**src/hdl/esrc_pkg.sv**
```systemverilog
// esrc_pkg: shared constants, beat types and verdict codes for the replay check
// no dependencies; imported by the top level and the checker

package esrc_pkg;

    // table size and derived address width
    localparam int NODE_COUNT = 16;
    localparam int ADDR_W     = (NODE_COUNT > 1) ? $clog2(NODE_COUNT) : 1;

    // field widths fixed by the packet header
    localparam int SLOT_W  = 4;
    localparam int EPOCH_W = 16;
    localparam int SEQ_W   = 16;
    localparam int ENTRY_W = EPOCH_W + SEQ_W;

    // verdict codes
    localparam logic [2:0] VERDICT_BASELINE  = 3'd0;
    localparam logic [2:0] VERDICT_FWD_SEQ   = 3'd1;
    localparam logic [2:0] VERDICT_NEW_EPOCH = 3'd2;
    localparam logic [2:0] VERDICT_STALE_SEQ = 3'd3;
    localparam logic [2:0] VERDICT_OLD_EPOCH = 3'd4;

    typedef struct packed {
        logic [SLOT_W-1:0]  node_slot;
        logic [EPOCH_W-1:0] packet_epoch;
        logic [SEQ_W-1:0]   packet_seq;
    } pkt_beat_t;

    typedef struct packed {
        logic       accepted;
        logic [2:0] verdict;
    } res_beat_t;

    // slot number to table address, zero-extended or truncated as the depth needs
    function automatic logic [ADDR_W-1:0] slot_to_addr(input logic [SLOT_W-1:0] slot);
        logic [ADDR_W+SLOT_W-1:0] ext;
        ext = {{ADDR_W{1'b0}}, slot};
        return ext[ADDR_W-1:0];
    endfunction

    // true when the slot names an entry of the table
    function automatic logic slot_in_range(input logic [SLOT_W-1:0] slot);
        logic [SLOT_W+9:0] ext;
        ext = {10'd0, slot};
        return ext < (SLOT_W + 10)'(NODE_COUNT);
    endfunction

    // strictly forward in the modular half-space: difference 1 to 32767
    function automatic logic ahead_half(input logic [15:0] now_val, input logic [15:0] ref_val);
        logic [15:0] diff;
        diff = now_val - ref_val;
        return (diff != 16'd0) && !diff[15];
    endfunction

endpackage

```
**src/hdl/esrc_ram.sv**
```systemverilog
// esrc_ram: generic simple dual-port ram, one write and one registered read port
// no dependencies; holds the per-node epoch and sequence table

module esrc_ram #(
    parameter int WIDTH = 32,
    parameter int DEPTH = 16
) (
    input  logic                                      clk,
    input  logic                                      we,
    input  logic [((DEPTH > 1) ? $clog2(DEPTH) : 1)-1:0] waddr,
    input  logic [WIDTH-1:0]                          wdata,
    input  logic                                      re,
    input  logic [((DEPTH > 1) ? $clog2(DEPTH) : 1)-1:0] raddr,
    output logic [WIDTH-1:0]                          rdata
);

    logic [WIDTH-1:0] mem [DEPTH];

    // write port
    always_ff @(posedge clk)
    begin
        if (we)
        begin
            mem[waddr] <= wdata;
        end
    end

    // registered read port
    always_ff @(posedge clk)
    begin
        if (re)
        begin
            rdata <= mem[raddr];
        end
    end

endmodule

```
**src/hdl/epoch_sequence_replay_check.sv**
```systemverilog
// epoch_sequence_replay_check: per-node anti-replay filter on epoch and sequence
// depends on esrc_pkg and esrc_ram
//
//   channel  signals                     beat
//   pkt      pkt_valid / pkt_ready       node_slot, packet_epoch, packet_seq
//   res      res_valid / res_ready       accepted, verdict
//
// for each packet the accept edge issues the table read; ST_EVAL then evaluates the
// entry, writes it back and loads the result register once that register is free.
// reset clears the seen flags at once; the value table needs no clearing.
// a result waiting on res_ready holds the evaluation step, so pkt_ready stays low
// until the result register can take the next verdict.

module epoch_sequence_replay_check (
    input  logic                 clk,
    input  logic                 rst_n,
    input  logic                 pkt_valid,
    output logic                 pkt_ready,
    input  esrc_pkg::pkt_beat_t  pkt,
    output logic                 res_valid,
    input  logic                 res_ready,
    output esrc_pkg::res_beat_t  res
);

    import esrc_pkg::*;

    typedef enum logic {
        ST_IDLE,
        ST_EVAL
    } state_t;

    state_t                  state_reg;
    logic [NODE_COUNT-1:0]   seen_reg;
    pkt_beat_t               pkt_reg;
    logic                    res_valid_reg;
    res_beat_t               res_reg;

    logic                    pkt_take;
    logic                    eval_go;
    logic [ADDR_W-1:0]       rd_addr;
    logic [ADDR_W-1:0]       cur_addr;
    logic [ENTRY_W-1:0]      entry;
    logic [EPOCH_W-1:0]      stored_epoch;
    logic [SEQ_W-1:0]        stored_seq;
    logic                    in_range;
    logic                    seen;
    res_beat_t               res_next;
    logic                    wr_en;

    // handshake
    assign pkt_ready = (state_reg == ST_IDLE);
    assign pkt_take  = pkt_valid && pkt_ready;
    assign eval_go   = (state_reg == ST_EVAL) && (!res_valid_reg || res_ready);
    assign res_valid = res_valid_reg;
    assign res       = res_reg;

    // table addresses
    assign rd_addr  = slot_to_addr(pkt.node_slot);
    assign cur_addr = slot_to_addr(pkt_reg.node_slot);

    esrc_ram #(
        .WIDTH (ENTRY_W),
        .DEPTH (NODE_COUNT)
    ) u_table (
        .clk   (clk),
        .we    (wr_en),
        .waddr (cur_addr),
        .wdata ({pkt_reg.packet_epoch, pkt_reg.packet_seq}),
        .re    (pkt_take),
        .raddr (rd_addr),
        .rdata (entry)
    );

    assign stored_epoch = entry[ENTRY_W-1:SEQ_W];
    assign stored_seq   = entry[SEQ_W-1:0];
    assign in_range     = slot_in_range(pkt_reg.node_slot);
    assign seen         = seen_reg[cur_addr];

    // verdict for the held packet
    always_comb
    begin
        res_next.accepted = 1'b0;
        res_next.verdict  = VERDICT_STALE_SEQ;
        priority if (!in_range)
        begin
            res_next.verdict = VERDICT_STALE_SEQ;
        end
        else if (!seen)
        begin
            res_next.accepted = 1'b1;
            res_next.verdict  = VERDICT_BASELINE;
        end
        else if (pkt_reg.packet_epoch == stored_epoch)
        begin
            if (ahead_half(pkt_reg.packet_seq, stored_seq))
            begin
                res_next.accepted = 1'b1;
                res_next.verdict  = VERDICT_FWD_SEQ;
            end
        end
        else if (ahead_half(pkt_reg.packet_epoch, stored_epoch))
        begin
            res_next.accepted = 1'b1;
            res_next.verdict  = VERDICT_NEW_EPOCH;
        end
        else
        begin
            res_next.verdict = VERDICT_OLD_EPOCH;
        end
    end

    // every accepted packet stores its own epoch and sequence
    assign wr_en = eval_go && res_next.accepted;

    // state, seen flags and result register
    always_ff @(posedge clk or negedge rst_n)
    begin
        if (!rst_n)
        begin
            state_reg     <= ST_IDLE;
            seen_reg      <= '0;
            res_valid_reg <= 1'b0;
        end
        else
        begin
            if (res_valid_reg && res_ready)
            begin
                res_valid_reg <= 1'b0;
            end
            unique case (state_reg)
                ST_IDLE:
                begin
                    if (pkt_take)
                    begin
                        pkt_reg   <= pkt;
                        state_reg <= ST_EVAL;
                    end
                end
                ST_EVAL:
                begin
                    if (eval_go)
                    begin
                        res_reg       <= res_next;
                        res_valid_reg <= 1'b1;
                        if (wr_en)
                        begin
                            seen_reg[cur_addr] <= 1'b1;
                        end
                        state_reg <= ST_IDLE;
                    end
                end
                default:
                begin
                    state_reg <= ST_IDLE;
                end
            endcase
        end
    end

endmodule

```
**config.mk**
```make
export PLATFORM = sky130hd
export DESIGN_NAME = epoch_sequence_replay_check
export DESIGN_NICKNAME = d
export VERILOG_FILES = /design/src/hdl/esrc_pkg.sv /design/src/hdl/esrc_ram.sv /design/src/hdl/epoch_sequence_replay_check.sv
export SDC_FILE = /design/constraint.sdc
export NUM_CORES = 1
export LEC_CHECK = 0
export ABC_AREA = 1
export BUFFER_PORTS_ARGS = -buffer_cell sky130_fd_sc_hd__buf_2
export CORE_MARGIN = 8
export CORE_UTILIZATION = 30
export DETAILED_ROUTE_END_ITERATION = 7
export SYNTH_ARGS = -nofsm -noshare
export SYNTH_HDL_FRONTEND = slang
export SYNTH_SLANG_ARGS = --single-unit
```
**constraint.sdc**
```tcl
create_clock -name clk -period 3.8 [get_ports clk]
set_input_delay 0.38 -clock clk [delete_from_list [all_inputs] [get_ports clk]]
set_output_delay 0.38 -clock clk [all_outputs]
set_load 0.1 [all_outputs]
```
==> flow_summary.json, run 1 <==
{
  "rsz0062_at_grt": "no",
  "track_usage": 0.128,
  "worstMarginPinSlew_ns": 1.02,
  "critPathTopFamily": "simple AND/OR/NAND/NOR gates",
  "drive_gt1_frac": 0.117,
  "p_leak_nw": 11.4,
  "path_cells": "ha_1 -> nand2_1 -> nor2_1 -> nor2_1 -> nand3_1 -> a21oi_1 -> xor2_1 -> nand2_2 -> nand2_4 -> nand4_1 -> inv_2 -> buf_4",
  "antenna_found_initial": 0,
  "worst-path-buf-inv": 2,
  "syn_area_um2": 25600,
  "ios": 46,
  "synth_top_area_cell": "edfxtp_1",
  "path_class": "reg2reg",
  "post-dp-hpwl_um": 37600,
  "final_cell_mix": "584 x edfxtp_1, 261 x inv_1, 219 x nand2_1",
  "clock_path_buffers": 3,
  "combPwrFrac": 0.084,
  "ctsRootBufferMaster": "clkbuf_16",
  "worstPathRequired_ns": 4.09,
  "max_stage_delay_ns": 0.62,
  "wl_um": 62000,
  "post-route-min-period_ns": 3.39,
  "fin_skew_ns": 0.0250,
  "drtIter0Drc": 1374,
  "clock-sinks": 602,
  "cp-end-kind": "flip-flop",
  "power.sequential.fraction": 0.501,
  "seq_area_um2": 18000,
  "first_global_vias": 15500,
  "antenna_left": 0,
  "ys_seq_area_frac": 0.702,
  "ctsResizeCount": 0,
  "power_switching_mw": 3.48,
  "ys_warn_count": 0,
  "cts_made_buffers": 61,
  "layout_commonest_cell": "edfxtp_1",
  "dr.pass1.iters": 6,
  "drv_cap": 0,
  "area_growth_pct": 17.2,
  "die_x_um": 308,
  "status": "complete, no violations",
  "synthTopCellsByArea": "edfxtp_1 68%, mux2i_1 5.0%, inv_1 4.1%",
  "vdd_drop_max_uv": 384,
  "via_per_inst": 4.70,
  "start_kind": "flip-flop",
  "finish.net_count": 2182,
  "core_area_um2": 84900,
  "finalSetupTns_ns": 0,
  "start_util": 0.302,
  "dp_slack_ns": 0.428,
  "largest_register_ffs": 512,
  "syn_nets": 2070,
  "p_int_mw": 11.4,
  "clk_latency_ns": 0.64,
  "grt_pass1_wl_um": 94300,
  "grt_max_degree": 85,
  "route.detailed.drc": 0,
  "die_area_um2": 95000,
  "fin_total_pwr_mw": 14.9,
  "slowest_stage": "edfxtp_1",
  "syn_area_per_cell_um2": 12.8,
  "wire_per_inst_um": 18.7,
  "fin_crit_sh": 0.891,
  "die_h_um": 308,
  "post-cts-setup-buffers": 0,
  "worstPathArrival_ns": 3.68,
  "hold_class": "in2reg",
  "n_antenna_cell": 0,
  "worst_path_most_repeated_cell": "nor2_1",
  "cp_max_fo": 19,
  "finish.utilization": 0.354,
  "postLayoutSetupSlackWorst_ns": 0.414,
  "power.density_nw_per_um2": 496,
  "gp_congestion": 0.798,
  "relSlewSlack": 0.316,
  "cts_tree": "yes",
  "yosys.area.top_type_share": 0.684,
  "fmax_mhz": 295,
  "path_clk_slew_ns": 0.06,
  "io_buffers": 45,
  "slew_violations": 0,
  "h-tree-depth": 2,
  "grt_overflow_total": 0,
  "fillCellCount": 8209,
  "ys_types": 37,
  "rows": 107,
  "setup_viol": 0,
  "synthCells": 1999,
  "switching_share": 0.234,
  "vias": 15600,
  "p_clk_frac": 0.415,
  "synth_seq_cells": 602,
  "cts_hold_buffers": 34,
  "final-hold-violation-count": 0,
  "whs_ns": 0.0983,
  "multi_input_area_um2": 6190
}
## routing by layer
| metal | part of all wire | global-route usage | routed length [µm] |
|---|---|---|---|
| met1 | 0.45 | 0.174 | 28200 |
| met5 | 0 | 0 | 0 |
| met3 | 0.047 | 0.0195 | 2900 |
| met2 | 0.48 | 0.215 | 29700 |
| met4 | 0.019 | 0.0311 | 1170 |
## layout make-up
type | instances | share of cell area
multi-input combinational | 1021 | 0.206
clock inverter | 46 | 0.0163
inverter | 282 | 0.0353
tap | 1144 | 0.0477
timing repair buffer | 143 | 0.0428
sequential | 602 | 0.599
clock buffer | 70 | 0.0530
## logic make-up after synthesis
family,after synthesis,synth area share
AOI/OAI and AO/OA,471,0.106
xor gates and xnor gates,4,0.00137
muxes,128,0.0500
DFF,602,0.702
and+or+nand+nor,387,0.0686
adders and majority gates,31,0.0154
buffers and inverters,376,0.0570
## power groups by stage
stage	Combinational, mW	Clock [mW]	Sequential, mW
after floorplan	0.763	0	7.64
after global placement	1.22	0	7.60
after detailed placement	1.23	0	7.61
after CTS	1.27	6.31	7.47
after global routing	1.39	6.54	7.47
final	1.25	6.18	7.46
## worst paths after layout
check | start | end | slack [ns] | cells after the start
setup / recovery | pkt_reg[9]$_DFFE_PP_ | u_table.mem[0][26]$_DFFE_PP_ | 0.41 | 12
hold / removal | pkt_valid | state_reg$_DFF_PN0_ | 0.1 | 3
setup reg to reg | pkt_reg[9]$_DFFE_PP_ | u_table.mem[0][26]$_DFFE_PP_ | 0.41 | 12
hold reg to reg | seen_reg[7]$_DFFE_PN0P_ | seen_reg[7]$_DFFE_PN0P_ | 0.46 | 2
max in group asynchronous | rst_n | seen_reg[7]$_DFFE_PN0P_ | 3.21 | 2
min in group asynchronous | rst_n | res_valid$_DFF_PN0_ | 0.24 | 2
## Yosys cell counts (all sizes together)
cell type and count:
a21oi 148, and2 2, buf 34, clkbuf 60
dfrtp 18, edfxtp 584, fa 1, ha 30
inv 282, mux2i 128, nand2 225, nand3 54
nand3b 5, nand4 29, nor2 66, nor3 4
nor4 2, o211ai 129, o21ai 180, o21bai 3
o22ai 8, o31ai 3, xnor2 1, xor2 3
## through the flow
stage          std cells  cell area (µm²)
2_1_floorplan       1999            25600
3_3_place_gp        3158            27600
3_5_place_dp        3158            27600
4_1_cts             3308            30000
5_1_grt             3308            30000
6_report            3308            30000
## worst reg2reg max path, stage by stage (launching register included)
cell      delay, ns
edfxtp_1       0.62
ha_1           0.52
nand2_1        0.18
nor2_1         0.06
nor2_1         0.12
nand3_1        0.12
a21oi_1        0.20
xor2_1         0.19
nand2_2        0.15
nand2_4        0.26
nand4_1        0.19
inv_2          0.10
buf_4          0.32
Power figures use the tool's default switching activity.
==> run 2: changes to the inputs <==
- SYNTH_HIERARCHICAL: default -> 1
- clock period: 3.8 -> 4 ns (I/O delays scaled with it)
==> run 2 against run 1 <==
Combinational power rose by 5%. Fmax fell by 9.0%. Die area rose by 6.6%. Register-to-register slack got worse by 0.14 ns. Cell count rose by 24%. Power fell by 7.1%. Via count rose by 18%.
==> flow_summary.json, run 2 <==
{
  "async_flop_share": 0.0299,
  "path_cells": "inv_1 -> ha_1 -> fa_1 -> inv_1 -> nand3_1 -> nand2_1 -> nand2_1 -> nand2_1 -> nand2_1 -> nand2_1 -> inv_1 -> nand3_1 -> nor2_1 -> nand3_1 -> nand2_1 -> nand2_4 -> nand2_1 -> nor2_1 -> nand3b_1 -> nor2_4 -> buf_4",
  "min_from": "pkt[16]",
  "syn_area_per_cell_um2": 10.0,
  "area_growth_pct": 15.2,
  "final_cell_mix": "869 x nand2_1, 584 x edfxtp_1, 528 x inv_1",
  "p_leak_nw": 13.6,
  "worstPathRequired_ns": 4.29,
  "r2r_setup_slack_ns": 0.28,
  "die_x_um": 318,
  "synth_top_area_cell": "edfxtp_1",
  "combPwrFrac": 0.094,
  "ys_seq_area_frac": 0.656,
  "drv_cap": 0,
  "wl_um": 67900,
  "synth_most_common_cell": "nand2_1",
  "cts_tree": "yes",
  "power_switching_mw": 3.38,
  "n_antenna_cell": 0,
  "hold_class": "in2reg",
  "synthTopCellsByCount": "869 x nand2_1, 584 x edfxtp_1, 531 x inv_1",
  "fin_skew_ns": 0.0244,
  "worst_path_most_repeated_cell": "nand2_1",
  "cp_max_fo": 19,
  "drtIter0Drc": 1476,
  "hold_depth": 1,
  "synth_seq_cells": 602,
  "power.sequential.fraction": 0.511,
  "route.detailed.drc": 0,
  "dr.pass1.iters": 5,
  "grt_pass1_wl_um": 104000,
  "clock_path_buffers": 3,
  "yosys.area.top_type_share": 0.640,
  "fin_total_pwr_mw": 13.8,
  "via_per_inst": 4.49,
  "ys_types": 37,
  "ctsRootBufferMaster": "clkbuf_16",
  "switching_share": 0.244,
  "synth_ff_type": "edfxtp_1",
  "antenna_left": 0,
  "worst_r2r_path_depth": 21,
  "drive_gt1_frac": 0.0856,
  "rsz0062_at_grt": "no",
  "post-cts-setup-buffers": 0,
  "wire_per_inst_um": 16.6,
  "synth_edf_count": 584,
  "r2r-end": "u_table/mem[9][4]$_DFFE_PP_",
  "grt_overflow_total": 0,
  "synthCells": 2741,
  "setup_viol": 0,
  "grt_max_degree": 176,
  "fillCellCount": 9075,
  "final-hold-violation-count": 0,
  "antenna_found_initial": 3,
  "cp-end-kind": "flip-flop",
  "max_stage_delay_ns": 0.41,
  "rows": 111,
  "layout_commonest_cell": "nand2_1",
  "post-route-min-period_ns": 3.72,
  "finish.utilization": 0.347,
  "fmax_mhz": 269,
  "cts_made_buffers": 61,
  "status": "complete, no violations",
  "power.density_nw_per_um2": 438,
  "h-tree-depth": 2,
  "relSlewSlack": 0.339,
  "slowest_stage": "fa_1",
  "die_area_um2": 101000,
  "synthTopCellsByArea": "edfxtp_1 64%, nand2_1 12%, nand3_1 7.9%",
  "die_h_um": 318,
  "io_buffers": 45,
  "gp_congestion": 0.827,
  "start_kind": "flip-flop",
  "vdd_drop_max_uv": 325,
  "slew_violations": 0,
  "largest_register_ffs": 512,
  "syn_nets": 2812,
  "path_clk_slew_ns": 0.06,
  "first_global_vias": 17700,
  "ios": 46,
  "worstHoldEndpoint": "pkt_reg[16]$_DFFE_PP_",
  "r2r_start": "pkt_reg[0]$_DFFE_PP_",
  "whs_ns": 0.0311,
  "vias": 18400,
  "path_class": "reg2reg",
  "syn_area_um2": 27400,
  "post-dp-hpwl_um": 41500,
  "core_area_um2": 91100,
  "worstMarginPinSlew_ns": 0.990,
  "start_util": 0.301,
  "fin_crit_sh": 0.931,
  "p_clk_frac": 0.394,
  "ys_warn_count": 6,
  "clock-sinks": 602,
  "track_usage": 0.130,
  "clk_latency_ns": 0.64,
  "finish.net_count": 2928,
  "p_int_mw": 10.5,
  "worstPathArrival_ns": 4.01
}
[run 2: cell count changes after synthesis, moves of 46 or more]
cell / before / now
a21oi_1: 146 / 17
inv_1: 280 / 531
o21ai_0: 179 / 3
mux2i_1: 128 / 0
o211ai_1: 129 / 0
nand2_1: 219 / 869
clkbuf_1: 60 / 14
nand3_1: 51 / 430
[run 2: final cells by class]
class                      instances  area, µm²  share of cell area
timing repair buffer             162       1370              0.0434
multi-input combinational       1493       6790               0.215
clock inverter                    36        300             0.00951
clock buffer                      79       1610              0.0511
inverter                         537       2030              0.0642
sequential                       602      18000               0.570
tap                             1186       1480              0.0470
[run 2: power groups by stage]
stage                     sequential [mW]  combinational (mW)  clock, mW
after global routing                 7.09                1.46       5.78
after floorplan                      7.27               0.809          0
after detailed placement             7.21                1.29          0
after CTS                            7.08                1.32       5.59
final                                7.08                1.31       5.46
after global placement               7.21                1.28          0
[run 2: how the worst max path moves through the flow]
stage	startpoint	depth (start not counted)	end	slack [ns]
5_1_grt	pkt_reg[0]$_DFFE_PP_	21	u_table/mem[5][21]$_DFFE_PP_	0.06
4_1_cts	pkt_reg[0]$_DFFE_PP_	21	u_table/mem[10][13]$_DFFE_PP_	0.21
2_1_floorplan	pkt_reg[0]$_DFFE_PP_	20	u_table/mem[12][0]$_DFFE_PP_	-0.22
6_report	pkt_reg[0]$_DFFE_PP_	21	u_table/mem[9][4]$_DFFE_PP_	0.28
3_5_place_dp	pkt_reg[0]$_DFFE_PP_	21	u_table/mem[10][23]$_DFFE_PP_	0.23
3_3_place_gp	pkt_reg[0]$_DFFE_PP_	21	u_table/mem[10][23]$_DFFE_PP_	0.28
[run 2: what timing repair did]
| item | 4_1_cts | 5_1_grt |
|---|---|---|
| endpoints found under the hold margin | 50 | 0 |
| gates resized for setup | 0 | 2 |
| hold buffers | 33 | 0 |
| endpoints found under the setup margin | 0 | 31 |
[run 2: critical path, delay by kind of cell, from the launching register on]
kind	cells	cell delay (ns)
adder cells (fa/ha/maj)	2	0.63
buffers and inverters	4	0.58
flip-flops	1	0.37
AND/OR/NAND/NOR	15	1.78
[run 2: logic make-up (layout without fill, tap and decap cells)]
kind of cell             after synthesis  in the layout  share of synthesized area
AO/OA/AOI/OAI                         36             36                    0.00740
XOR/XNOR                               5              5                    0.00160
adder cells (fa/ha/maj)               31             31                     0.0144
buffers and inverters                646            814                      0.101
flip-flops                           602            602                      0.656
AND/OR/NAND/NOR                     1421           1421                      0.220
[run 2: stage by stage]
| stage | cell area (µm²) | setup TNS [ns] | setup WS [ns] | cells |
|---|---|---|---|---|
| 3_5_place_dp | 29300 | 0 | 0.234 | 3947 |
| 3_3_place_gp | 29300 | 0 | 0.284 | 3947 |
| 4_1_cts | 31600 | 0 | 0.209 | 4095 |
| 5_1_grt | 31600 | 0 | 0.0555 | 4095 |
| 2_1_floorplan | 27400 | -96.14 | -0.217 | 2741 |
| 6_report | 31600 | 0 | 0.277 | 4095 |
[run 2: metal layers]
layer  global-route usage  wire length (µm)  up-vias
li1                     -                 -     9054
met1                0.169             29500     8724
met2                0.221             32500      486
met3               0.0151              3480      123
met4               0.0500              2390        4
met5                    0                17        -
==> run 3: changes to the inputs <==
- RECOVER_POWER: default -> 100
==> run 3 against run 2 <==
The run now ends with max-capacitance violations, max-slew violations left. First-iteration DRC count rose by 0.68%. Hold slack better by 0.035 ns. Critical path type unchanged. Cell count is the same. Flip-flop and latch count stayed put. Highest routed layer unchanged. Critical path depth stayed put. Largest cell class unchanged. Register-to-register slack about the same.
==> flow_summary.json, run 3 (synthesis gave the netlist of run 2 again) <==
{
  "drv_cap": 6,
  "largest_register_ffs": 512,
  "die_h_um": 318,
  "relSlewSlack": -1.00,
  "die_area_um2": 101000,
  "cp_max_fo": 18,
  "path_class": "reg2reg",
  "globalRoute.busiestLayer": "met2",
  "p_leak_nw": 13.4,
  "power.density_nw_per_um2": 442,
  "ctsRootBufferMaster": "clkbuf_16",
  "critPathTopFamily": "simple AND/OR/NAND/NOR gates",
  "setup_viol": 0,
  "cts_made_buffers": 61,
  "slowest_stage": "fa_1",
  "drtIter0Drc": 1486,
  "worst_path_most_repeated_cell": "nand2_1",
  "rows": 111,
  "route.detailed.drc": 0,
  "post-route-min-period_ns": 3.72,
  "layout_commonest_cell": "nand2_1",
  "core_area_um2": 91100,
  "r2r_setup_slack_ns": 0.28,
  "worstHoldEndpoint": "state_reg$_DFF_PN0_",
  "h-tree-depth": 2,
  "whs_ns": 0.0657,
  "first_global_vias": 17700,
  "gp_congestion": 0.827,
  "vdd_drop_max_uv": 327,
  "hold_depth": 3,
  "clk_latency_ns": 0.65,
  "r2r_start": "pkt_reg[0]$_DFFE_PP_",
  "fin_area_um2": 31300,
  "seq_area_um2": 18000,
  "die_x_um": 318,
  "post-cts-setup-buffers": 0,
  "use_met3": 0.0151,
  "area_growth_pct": 14.2,
  "start_util": 0.301,
  "final-hold-violation-count": 0,
  "finish.net_count": 2928,
  "cp-end-kind": "flip-flop",
  "via_per_inst": 4.48,
  "worst-path-buf-inv": 4,
  "use_met1": 0.169,
  "antenna_found_initial": 3,
  "start_kind": "flip-flop",
  "wire_per_inst_um": 16.6,
  "grt_max_degree": 176,
  "worstPathRequired_ns": 4.30,
  "path_cells": "inv_1 -> ha_1 -> fa_1 -> inv_1 -> nand3_1 -> nand2_1 -> nand2_1 -> nand2_1 -> nand2_1 -> nand2_1 -> inv_1 -> nand3_1 -> nor2_1 -> nand3_1 -> nand2_1 -> nand2_4 -> nand2_1 -> nor2_1 -> nand3b_1 -> nor2_4 -> buf_4",
  "worst_r2r_path_depth": 21,
  "min_from": "pkt_valid",
  "slew_violations": 385,
  "place_area_um2": 29300,
  "globalRouteMet2Util": 0.221,
  "fillCellCount": 9152,
  "failed_checks": "max-capacitance violations, max-slew violations",
  "track_usage": 0.130,
  "clock-sinks": 602,
  "finish.utilization": 0.344,
  "cts_tree": "yes",
  "multi_input_area_um2": 6770,
  "dr.pass1.iters": 5,
  "drive_gt1_frac": 0.0626,
  "antenna_left": 0,
  "grt_pass1_wl_um": 104000,
  "post-dp-hpwl_um": 41500,
  "fmax_mhz": 269,
  "vias": 18300,
  "hold_class": "in2reg",
  "path_clk_slew_ns": 0.06,
  "fin_crit_sh": 0.929,
  "grt_overflow_total": 0,
  "wl_um": 67900,
  "worstPathArrival_ns": 4.02,
  "status": "complete, but fails checks",
  "io_buffers": 45,
  "clock_path_buffers": 3,
  "max_stage_delay_ns": 0.41,
  "fin_skew_ns": 0.0237,
  "final_cell_mix": "869 x nand2_1, 584 x edfxtp_1, 529 x inv_1",
  "r2r-end": "u_table/mem[4][24]$_DFFE_PP_",
  "n_antenna_cell": 0,
  "ios": 46,
  "rsz0062_at_grt": "no",
  "worstMarginPinSlew_ns": 3.01
}
run 3: what timing repair did:
item / CTS / global route
hold buffers: 33 / 0
setup endpoints to repair: 0 / 31
gates resized for setup: 0 / 2
hold endpoints to repair: 50 / 0
run 3: through the flow:
stage | power [mW] | cells | setup TNS [ns] | setup WS, ns
global placement | 8.49 | 3947 | 0 | 0.284
global route | 14.3 | 4095 | 0 | 0.0308
floorplan | 8.08 | 2741 | -96.14 | -0.217
finish | 13.8 | 4095 | 0 | 0.282
detailed placement | 8.50 | 3947 | 0 | 0.234
CTS | 14.0 | 4095 | 0 | 0.209
run 3: how the worst max path moves through the flow:
stage	start	end	cells past startpoint
after floorplan	pkt_reg[0]$_DFFE_PP_	u_table/mem[12][0]$_DFFE_PP_	20
after global placement	pkt_reg[0]$_DFFE_PP_	u_table/mem[10][23]$_DFFE_PP_	21
after detailed placement	pkt_reg[0]$_DFFE_PP_	u_table/mem[10][23]$_DFFE_PP_	21
after CTS	pkt_reg[0]$_DFFE_PP_	u_table/mem[10][13]$_DFFE_PP_	21
after global routing	pkt_reg[0]$_DFFE_PP_	u_table/mem[6][25]$_DFFE_PP_	21
final	pkt_reg[0]$_DFFE_PP_	u_table/mem[4][24]$_DFFE_PP_	21
run 3: layer usage:
| metal | share of wire | up-vias | routed length, µm |
|---|---|---|---|
| met5 | 0.00035 | - | 24 |
| met4 | 0.035 | 4 | 2370 |
| met3 | 0.044 | 121 | 2970 |
| met2 | 0.48 | 410 | 32400 |
| met1 | 0.44 | 8750 | 30200 |
| li1 | - | 9052 | - |
run 3: cell type report:
cell class,count,area share
clock inverter,36,0.00959
timing repair buffer,162,0.0357
multi-input combinational,1493,0.216
inverter,537,0.0647
clock buffer,79,0.0516
sequential,602,0.575
tap,1186,0.0474
run 3: worst min-delay path, stage by stage:
cell and delay [ns]:
buf_2 0.08, nand2_1 0.08, o21ai_0 0.09
run 3: report_power, final:
group	total, mW	internal, mW	leakage, nW	switching (mW)
combinational	1.29	0.359	6.98	0.929
sequential	7.08	7.05	5.45	0.0355
clock	5.45	3.05	0.931	2.41
